### config.mk
export PLATFORM = sky130hd
export DESIGN_NAME = vmc_sqrt_cell
export DESIGN_NICKNAME = d
export VERILOG_FILES = /design/src/rtl/vmc_pkg.sv /design/src/rtl/vmc_sqrt_cell.sv
export SDC_FILE = /design/constraint.sdc
export NUM_CORES = 1
export LEC_CHECK = 0
export BUFFER_PORTS_ARGS = -buffer_cell sky130_fd_sc_hd__buf_4
export CAP_MARGIN = 20
export CORE_MARGIN = 2
export CORE_UTILIZATION = 24
export DETAILED_ROUTE_END_ITERATION = 6
export GPL_ROUTABILITY_DRIVEN = 0
export SLEW_MARGIN = 25
export SYNTH_ARGS = -nofsm -noshare
export SYNTH_HDL_FRONTEND = slang
export SYNTH_SLANG_ARGS = --single-unit
### constraint.sdc
create_clock -name clk -period 2.95 [get_ports clk]
set_input_delay 0.1475 -clock clk [delete_from_list [all_inputs] [get_ports clk]]
set_output_delay 0.1475 -clock clk [all_outputs]
set_load 0.01 [all_outputs]
### src/rtl/vmc_pkg.sv
// Shared constants for the vector magnitude clamp datapath.
package vmc_pkg;

  // Bits consumed from the squared length by one square-root cell.
  localparam int unsigned SQRT_BITS_PER_CELL = 2;

  // Control word that runs beside each pipeline stage.
  typedef struct packed {
    logic vld;
  } vmc_ctl_t;

endpackage

### src/rtl/vmc_sqrt_cell.sv
// One restoring square-root cell: resolves one root bit per transaction step.
module vmc_sqrt_cell
  import vmc_pkg::*;
#(
  parameter int unsigned W  = 32,
  parameter int unsigned PW = 8
) (
  input  logic            clk,
  input  logic            rst_n,
  input  logic            en,
  input  vmc_ctl_t        ctl_i,
  input  logic [2*W-1:0]  s_i,
  input  logic [W+1:0]    rem_i,
  input  logic [W-1:0]    root_i,
  input  logic [PW-1:0]   pay_i,
  output vmc_ctl_t        ctl_o,
  output logic [2*W-1:0]  s_o,
  output logic [W+1:0]    rem_o,
  output logic [W-1:0]    root_o,
  output logic [PW-1:0]   pay_o
);

  logic [W+3:0]   rs;
  logic [W+3:0]   trial;
  logic           ge;
  logic [W+3:0]   diff;
  vmc_ctl_t       ctl_r;
  logic [2*W-1:0] s_r;
  logic [W+1:0]   rem_r;
  logic [W-1:0]   root_r;
  logic [PW-1:0]  pay_r;

  always_comb begin
    rs    = {rem_i, s_i[2*W-1 -: SQRT_BITS_PER_CELL]};
    trial = {2'b00, root_i, 2'b01};
    ge    = (rs >= trial);
    diff  = rs - trial;
  end

  always_ff @(posedge clk) begin
    if (!rst_n) begin
      ctl_r <= '0;
    end else if (en) begin
      ctl_r <= ctl_i;
    end
    if (en) begin
      s_r    <= s_i << SQRT_BITS_PER_CELL;
      rem_r  <= ge ? diff[W+1:0] : rs[W+1:0];
      root_r <= {root_i[W-2:0], ge};
      pay_r  <= pay_i;
    end
  end

  assign ctl_o  = ctl_r;
  assign s_o    = s_r;
  assign rem_o  = rem_r;
  assign root_o = root_r;
  assign pay_o  = pay_r;

endmodule

==> flow_metrics.py <==
metrics = {
    "worst_setup_path": {
        "cp.required_ns": 3.12,
        "crit_end": "rem_o[26]",
        "r2r_slack_ns": 1.82,
        "crit_fanout": 4,
        "startpoint": "root_i[0]",
        "critPathLaunchType": "primary input",
        "r2r-end": "ctl_o",
        "worstSetupPathType": "primary input to register",
        "arrival_ns": 3.02,
        "worst-r2r-cell-count": 3,
        "timing.rr.start": "ctl_o",
        "end_kind": "register",
    },
    "sta": {
        "post-route-period-util": 0.965,
        "rsz0062_at_grt": "false",
        "finalSetupTns_ns": 0,
        "setup_viol": 0,
        "hold_viol_final": 0,
        "period_needed_ns": 2.85,
        "fin_worst_skew_ns": 0,
        "max_freq_mhz": 351,
        "maxSlewHeadroom": 0.645,
        "worst_slew_pin_slew_ns": 0.532,
        "slew_viol_final": 0,
    },
    "yosys": {
        "synthTopCellsByArea": "edfxtp_1, ha_1, nand2_1",
        "muxShareOfSynthArea": 0.0114,
        "synth_top_family_by_area": "compound AO/OA/AOI/OAI gates",
        "seq_area_frac_synth": 0.632,
        "synth_most_common_cell": "edfxtp_1",
        "synth_top_area_cell": "edfxtp_1",
        "synth_warnings": 0,
        "synthSimpleGateAreaFrac": 0.0849,
        "synthXorXnorAreaFrac": 0.0378,
        "syn_inst": 505,
        "ys.flop_type": "edfxtp_1",
        "synthDominantCellAreaShare": 0.629,
        "ys_top_cells_by_count": "edfxtp_1, nand2_1, inv_1",
        "ys_ff_latch": 137,
        "synth-adder-area-share": 0.0655,
        "synth_edf_count": 136,
        "netlist_area_um2": 6500,
        "async_flop_share": 0,
        "synth_compound_area_frac": 0.133,
        "syn_area_per_cell_um2": 12.9,
        "yosysUniqueCellTypes": 58,
    },
    "routing": {
        "antenna_left": 0,
        "drt_iter0_drc": 222,
        "drc": 0,
        "route.vias.total": 5460,
        "wire_per_inst_um": 16.5,
        "drt-pass1-iter-count": 4,
        "avgViaCountPerCell": 4.33,
        "wl_mm": 20.9,
    },
    "die": {
        "die_x_um": 169,
        "io_pins": 281,
        "die-area_um2": 28400,
        "rows": 60,
        "core_region_area_um2": 26800,
        "die_h_um": 169,
        "initial_utilization": 0.242,
    },
    "global_routing": {
        "grt_usage": 0.142,
        "met1_usage": 0.167,
        "grt-ovfl-total": 0,
        "grt_pass1_wl_mm": 30.8,
        "global_route.peak_usage_layer": "met2",
        "grt_max_degree": 89,
        "met2_usage": 0.255,
        "first_global_vias": 5528,
        "use_met3": 0.0407,
        "antenna_found_initial": 2,
    },
    "pwr": {
        "peakVddDrop_uv": 273,
        "p_leak_uw": 0.00469,
        "power-per-cell-area_nw_per_um2": 547,
    },
    "finish": {
        "diodes": 0,
        "area_growth_pct": 65.8,
        "fin_cells": 1262,
        "fin_nets": 1086,
        "drive_gt1_frac": 0.372,
        "nFillCells": 2592,
    },
    "clock_network": {
        "htree_levels": 4,
        "clock_path_buffers": 2,
        "cts_tree": "built",
        "clk_pin_slew_ns": 0.06,
        "cts_made_buffers": 17,
        "clk_latency_ns": 0.42,
        "cts_sinks": 137,
        "cts_root_buf": "clkbuf_16",
    },
    "min_path": {
        "hold_class": "primary input to register",
    },
    "job": {
        "cap_viol_max_count": 0,
    },
    "run_status": {
        "status": "finished, final reports clean",
    },
    "placement": {
        "dp_cells": 1126,
        "hpwl_mm": 15.1,
        "portBuffers": 278,
    },
}
metal layers:
metal  wire (um)  vias up
met5          32        -
met4         224        4
met3        1390       16
met2       10500      188
met1        8700     2564
li1            -     2688
cells by family after synthesis:
logic type	count (synthesis)
buf+inv	56
mux	7
fa+ha+maj	34
simple gates	113
flops	137
other cells	1
xor+xnor	28
compound gates	129
registers in the layout (all words and copies together) (netlist names):
signal,flops
s_o,62
rem_o,34
root_o,32
pay_o,8
ctl_o,1
area by class of cell:
cell class	count	area, um^2	share of cell area
sequential	137	4100	0.381
inverter	42	158	0.0146
clock buffer	17	425	0.0395
timing repair buffer	399	3280	0.305
clock inverter	13	149	0.0138
tap	341	427	0.0396
multi-input combinational	313	2220	0.207
placed cells by master (no fill, tap or decap), types with 4 or more instances in the layout:
cell / count
a21oi_1: 26
nand2_1: 48
edfxtp_1: 136
nand2b_1: 6
o21ai_0: 11
nand3_1: 4
a31oi_1: 4
and3_1: 9
and2_1: 6
inv_1: 41
buf_4: 293
nor3_1: 8
dlygate4sd3_1: 103
ha_1: 32
xor2_1: 16
mux2i_1: 4
clkbuf_16: 17
clkinv_4: 4
xnor2_1: 12
a21o_1: 21
o21ai_1: 32
nor2_1: 14
nand4_1: 7
what timing repair did:
action                                  4_1_cts  5_1_grt
hold buffers                                103        0
endpoints found under the setup margin        0       28
endpoints found under the hold margin       102        0
buffers inserted                              0        3
resized for setup                             0       10
report_power, final:
part	leakage, uW	internal, uW	switching (uW)
Sequential	0.00134	2380	56.6
Clock	0.000283	1250	893
Combinational	0.00307	687	627
Total	0.00469	4320	1580
critical path, stage by stage:
cell and delay (ns):
dlygate4sd3_1 0.55, buf_4 0.12, inv_1 0.04, ha_1 0.32, nor2b_1 0.16, o31a_1 0.30
o21a_2 0.25, a311oi_4 0.37, o21ai_4 0.11, a311oi_4 0.32, mux2i_1 0.12, a31o_1 0.21
worst min-delay path by stage:
| stage | end | slack (ns) | depth (start not counted) | startpoint |
|---|---|---|---|---|
| 3_3_place_gp | s_o[36] | 0.33 | 1 | s_i[34] |
| 2_1_floorplan | pay_o[0] | 0.25 | 0 | pay_i[0] |
| 5_1_grt | rem_o[27] | 0.02 | 2 | rem_i[25] |
| 6_report | rem_o[31] | 0.02 | 3 | rem_i[29] |
| 4_1_cts | rem_o[15] | 0.002 | 3 | rem_i[13] |
| 3_5_place_dp | s_o[62] | 0.33 | 1 | s_i[60] |
per-stage QoR:
| stage | area, um^2 | power (uW) | hold slack, ns | setup WS, ns | utilization |
|---|---|---|---|---|---|
| final | 10800 | 5890 | 0.0241 | 0.102 | 0.402 |
| after global routing | 10800 | 6170 | 0.0202 | 0.0207 | 0.402 |
| after CTS | 10700 | 5970 | 0.00223 | 0.0151 | 0.399 |
| after detailed placement | 9080 | 3660 | 0.327 | 0.160 | 0.339 |
| after global placement | 9080 | 3660 | 0.326 | 0.117 | 0.339 |
| after floorplan | 6500 | 3010 | 0.246 | 0.436 | - |
No activity file was read; power rests on OpenSTA's default activity.
