**src/rtl/vmc_pkg.sv**
```systemverilog
// Shared constants for the vector magnitude clamp datapath.
package vmc_pkg;

  // Bits consumed from the squared length by one square-root cell.
  localparam int unsigned SQRT_BITS_PER_CELL = 2;

  // Control word that runs beside each pipeline stage.
  typedef struct packed {
    logic vld;
  } vmc_ctl_t;

endpackage

```
**src/rtl/vmc_div_cell.sv**
```systemverilog
// One restoring divide cell: one quotient bit for each of x and y per step.
module vmc_div_cell
  import vmc_pkg::*;
#(
  parameter int unsigned W  = 32,
  parameter int unsigned PW = 8
) (
  input  logic           clk,
  input  logic           rst_n,
  input  logic           en,
  input  vmc_ctl_t       ctl_i,
  input  logic [W-1:0]   d_i,
  input  logic [W-1:0]   nx_i,
  input  logic [W-1:0]   rx_i,
  input  logic [W-1:0]   qx_i,
  input  logic [W-1:0]   ny_i,
  input  logic [W-1:0]   ry_i,
  input  logic [W-1:0]   qy_i,
  input  logic [PW-1:0]  pay_i,
  output vmc_ctl_t       ctl_o,
  output logic [W-1:0]   d_o,
  output logic [W-1:0]   nx_o,
  output logic [W-1:0]   rx_o,
  output logic [W-1:0]   qx_o,
  output logic [W-1:0]   ny_o,
  output logic [W-1:0]   ry_o,
  output logic [W-1:0]   qy_o,
  output logic [PW-1:0]  pay_o
);

  logic [W:0]    tx, ty, dx, dy;
  logic          gex, gey;
  vmc_ctl_t      ctl_r;
  logic [W-1:0]  d_r, nx_r, rx_r, qx_r, ny_r, ry_r, qy_r;
  logic [PW-1:0] pay_r;

  always_comb begin
    tx  = {rx_i, nx_i[W-1]};
    ty  = {ry_i, ny_i[W-1]};
    gex = (tx >= {1'b0, d_i});
    gey = (ty >= {1'b0, d_i});
    dx  = tx - {1'b0, d_i};
    dy  = ty - {1'b0, d_i};
  end

  always_ff @(posedge clk) begin
    if (!rst_n) begin
      ctl_r <= '0;
    end else if (en) begin
      ctl_r <= ctl_i;
    end
    if (en) begin
      d_r   <= d_i;
      nx_r  <= {nx_i[W-2:0], 1'b0};
      ny_r  <= {ny_i[W-2:0], 1'b0};
      rx_r  <= gex ? dx[W-1:0] : tx[W-1:0];
      ry_r  <= gey ? dy[W-1:0] : ty[W-1:0];
      qx_r  <= {qx_i[W-2:0], gex};
      qy_r  <= {qy_i[W-2:0], gey};
      pay_r <= pay_i;
    end
  end

  assign ctl_o = ctl_r;
  assign d_o   = d_r;
  assign nx_o  = nx_r;
  assign rx_o  = rx_r;
  assign qx_o  = qx_r;
  assign ny_o  = ny_r;
  assign ry_o  = ry_r;
  assign qy_o  = qy_r;
  assign pay_o = pay_r;

endmodule

```
**config.mk**
```make
export PLATFORM = sky130hd
export DESIGN_NAME = vmc_div_cell
export DESIGN_NICKNAME = d
export VERILOG_FILES = /design/src/rtl/vmc_pkg.sv /design/src/rtl/vmc_div_cell.sv
export SDC_FILE = /design/constraint.sdc
export NUM_CORES = 1
export LEC_CHECK = 0
export BUFFER_PORTS_ARGS = -buffer_cell sky130_fd_sc_hd__buf_2
export CAP_MARGIN = 20
export CORE_AREA = 2 2 181 183
export DETAILED_ROUTE_END_ITERATION = 8
export DIE_AREA = 0 0 183 185
export HOLD_SLACK_MARGIN = 0.1
export PLACE_DENSITY_LB_ADDON = 0.15
export SLEW_MARGIN = 25
export SYNTH_ARGS = -nofsm -noshare
export SYNTH_HDL_FRONTEND = slang
export SYNTH_SLANG_ARGS = --single-unit
```
**constraint.sdc**
```tcl
create_clock -name clk -period 3.35 [get_ports clk]
set_input_delay 0.335 -clock clk [delete_from_list [all_inputs] [get_ports clk]]
set_output_delay 0.335 -clock clk [all_outputs]
set_load 0.005 [all_outputs]
```
==> qor.txt <==
worst-case vdd ir drop - 0.3284 mV
required time worst endpoint - 3.63 ns
CTS Root Cell - sky130_fd_sc_hd__clkbuf_16
combinational fraction of design power - 22.0%
Worst Path Arrival - 3.49 ns
routed vias/inst - 4.813
Min-Delay Startpoint - rx_i[30]
number of distinct library cell variants in the gate-level netlist after synthesis - 74
Relative slew margins - 50.81%
total count of hold-check failures in the final report - 0
maximum number of pins on one net before global-route repair - 88
grt total ovfl - 0
fraction of the cycle the final worst path needs - 95.97%
Lkg Pwr - 7.890 nW
signed area change from the synthesized netlist to the final layout - 53.92%
startpoint of the lowest-slack register-to-register path - ctl_o
area of the die - 33860 um^2
number of max-slew violations in the final report - 0
number of placed I/O pins - 469
# Max-Cap Violations - 0
fraction of layout cells with a size suffix above 1 - 39.68%
Starting Density - 35.83%
proportion of netlist area held by the largest area contributor - 60.16%
path type of the worst min-delay path - input pin to flip-flop
flip-flop and latch count after synthesis - 231
outcome - complete, no violations
count of input and output buffers - 464
initial antenna violation count - 0
Power Internal - 6.509 mW
Post-route DRC - 0
total negative setup slack - 0 ns
number of nets at the end of the flow - 1905
proportion of power drawn by the clock network - 36.6%
register clock-pin slew on the reported worst setup and hold paths - 0.06 ns
via count - 9781
transition at the pin with the smallest max-transition slack - 0.7379 ns
global router's overall resource usage - 21.37%
sort of element at the start of the critical path - input pin
first-pass GRT wire length - 55980 um
utilization after layout - 55.15%
number of flops mapped to enable cells by yosys - 230
Worst Path Max Fanout - 15
DRT Pass-1 Iters - 5
number of warnings reported in the yosys synthesis log - 0
clock latency on the worst-skew pair - 0.53 ns
worst setup margin - 0.1351 ns
area of the placeable core - 32040 um^2
maximum clock insertion buffer count - 3
part of the Yosys area used for sequential elements - 60.33%
antenna-violating nets left - 0
unrepaired setup endpoints after global routing - false
die extent in x - 183 um
H-tree level count - 1
average size of a mapped cell - 13.15 um^2
Post-Route Skew - 0 ns
CP Capture Point - ry_o[2]
type of the worst setup path - input pin to flip-flop
worst slack at placement - -0.09404 ns
most used flip-flop cell after synthesis - sky130_fd_sc_hd__edfxtp_1
clock period minus worst slack - 3.215 ns
total wire length after detailed routing - 38110 um
switching part of the total - 25.51%
Sink Count - 231
mapped cell area - 11480 um^2
row count - 66
Routed WL per cell - 18.75 um
routability congestion estimate - 0.8494
post-synthesis cell type with the largest combined area - sky130_fd_sc_hd__edfxtp_1
asr flop ratio synth - 0%
final instance count without filler cells - 2032
total CTS buffers - 27
final setup violation count - 0
Register-to-Register Setup Slack - 2.19 ns
Highest Clock Rate - 0.3111 GHz
sequential share of power - 41.4%
via count of the first global-routing pass - 9841
PwrDens - 494.4 nW/um^2
capturing point of the worst reg2reg path - ctl_o
Initial DRC Count - 516
start point of the critical path - d_i[4]
Critical Path Sink Type - flip-flop
die height - 185 um
Detail Placement HPWL - 28160 um
depth of the worst register-to-register path - 3
count of mapped cells out of synthesis - 873
dominant cells by area after synthesis - sky130_fd_sc_hd__edfxtp_1, sky130_fd_sc_hd__ha_1, sky130_fd_sc_hd__mux2_4
CTS tree - done
power spent charging and discharging nets - 2.229 mW
number of instances in the placed design - 1795
==> sequential cells by signal, indices dropped and copies added (netlist names) <==
name	count
d_o	32
qx_o	32
qy_o	32
rx_o	32
ry_o	32
nx_o	31
ny_o	31
pay_o	8
ctl_o	1
==> logic make-up after synthesis <==
family	count (synthesis)	share of synthesized area (%)
flip-flops	231	60.33
AND/OR/NAND/NOR	193	8.119
AO/OA/AOI/OAI	219	12.72
adder cells (fa/ha/maj)	66	7.323
other	1	0.03266
buffers and inverters	75	3.160
XOR/XNOR	50	3.814
multiplexers	38	4.501
==> cell type report <==
class	count	area, um^2
fill	2741	14370
sequential	231	6927
timing repair buffer	725	4812
multi-input combinational	568	4262
clock buffer	31	710.7
tap	408	510.5
clock inverter	18	260.3
inverter	50	187.7
antenna	1	2.502
==> layer usage <==
layer	wire length (um)	track usage (%)	up-vias
met3	2475	4.227	62
met1	15050	25.23	4633
met2	19470	39.35	329
met4	1118	6.208	0
li1	-	-	4757
met5	0	0	-
==> power by group through the flow <==
stage	Clock, mW	Combinational [mW]	Sequential, mW
5_1_grt	3.40	2.10	3.64
3_5_place_dp	0	1.72	3.67
2_1_floorplan	0	0.826	3.72
4_1_cts	3.28	1.91	3.61
6_report	3.20	1.92	3.62
3_3_place_gp	0	1.71	3.67
==> how the worst min path moves through the flow <==
stage,endpoint,slack [ns],depth (start not counted)
2_1_floorplan,d_o[0],0.43,0
3_3_place_gp,ctl_o,0.50,2
3_5_place_dp,qy_o[2],0.51,1
4_1_cts,rx_o[1],0.10,3
5_1_grt,ry_o[20],0.11,2
6_report,rx_o[31],0.12,3
==> timing repair <==
action | in CTS | in global routing
endpoints found under the setup margin | 0 | 40
setup buffers | 0 | 2
resized for setup | 0 | 16
endpoints found under the hold margin | 184 | 0
hold buffers | 185 | 0
==> synth_stat cells (all sizes together) (4+ instances only) <==
| cell | n |
|---|---|
| a21oi | 55 |
| nor2b | 7 |
| xor2 | 18 |
| nor3 | 10 |
| nand2b | 10 |
| nor2 | 38 |
| clkbuf | 8 |
| o211ai | 4 |
| a31oi | 11 |
| mux2 | 31 |
| o21ai | 56 |
| nand2 | 74 |
| o31ai | 6 |
| nand3 | 14 |
| nor3b | 4 |
| a21o | 29 |
| xnor2 | 32 |
| or3 | 4 |
| o21bai | 12 |
| and3 | 10 |
| a21boi | 4 |
| inv | 50 |
| ha | 64 |
| mux2i | 7 |
| nand4 | 8 |
| a211oi | 7 |
| o21a | 9 |
| buf | 17 |
| edfxtp | 230 |
==> critical path, stage by stage <==
cell and delay (ns):
sky130_fd_sc_hd__dlygate4sd3_1 0.52, sky130_fd_sc_hd__buf_2 0.11, sky130_fd_sc_hd__inv_1 0.06, sky130_fd_sc_hd__ha_1 0.29, sky130_fd_sc_hd__buf_4 0.12, sky130_fd_sc_hd__o2111ai_1 0.12
sky130_fd_sc_hd__and3b_2 0.29, sky130_fd_sc_hd__a31oi_4 0.28, sky130_fd_sc_hd__nor2_2 0.09, sky130_fd_sc_hd__o31ai_4 0.30, sky130_fd_sc_hd__a41oi_4 0.18, sky130_fd_sc_hd__o21ai_4 0.25
sky130_fd_sc_hd__buf_12 0.20, sky130_fd_sc_hd__mux2_2 0.34
==> per-stage QoR <==
step           cell area [um^2]  power [mW]  hold slack [ns]
3_3_place_gp              14770       5.377           0.5008
5_1_grt                   17670       9.142           0.1053
4_1_cts                   17590       8.805           0.1001
6_report                  17670       8.737           0.1221
2_1_floorplan             11480       4.545           0.4339
3_5_place_dp              14770       5.390           0.5133
==> cell usage in the layout (no fill, tap or decap), drive strengths merged, types with 3 or more instances in the layout <==
cell,Yosys,layout
xnor2,32,32
a211o,3,3
nand4,8,8
nand3,14,14
a21oi,55,55
edfxtp,230,230
a31oi,11,11
nor3,10,10
o211ai,4,4
inv,50,53
clkbuf,8,31
o31ai,6,6
nor2b,7,7
o41ai,3,3
mux2i,7,7
a21o,29,29
nand2,74,74
a21boi,4,4
o21a,9,9
o21bai,12,12
xor2,18,18
dlygate4sd3,0,185
mux2,31,31
nand2b,10,10
nor4,3,3
bufinv,0,6
and3,10,10
ha,64,64
clkinv,0,8
a211oi,7,7
nor2,38,38
o21ai,56,56
and2,3,3
nor3b,4,4
buf,17,540
or3,4,4
No activity file was read; power rests on OpenSTA's default activity.
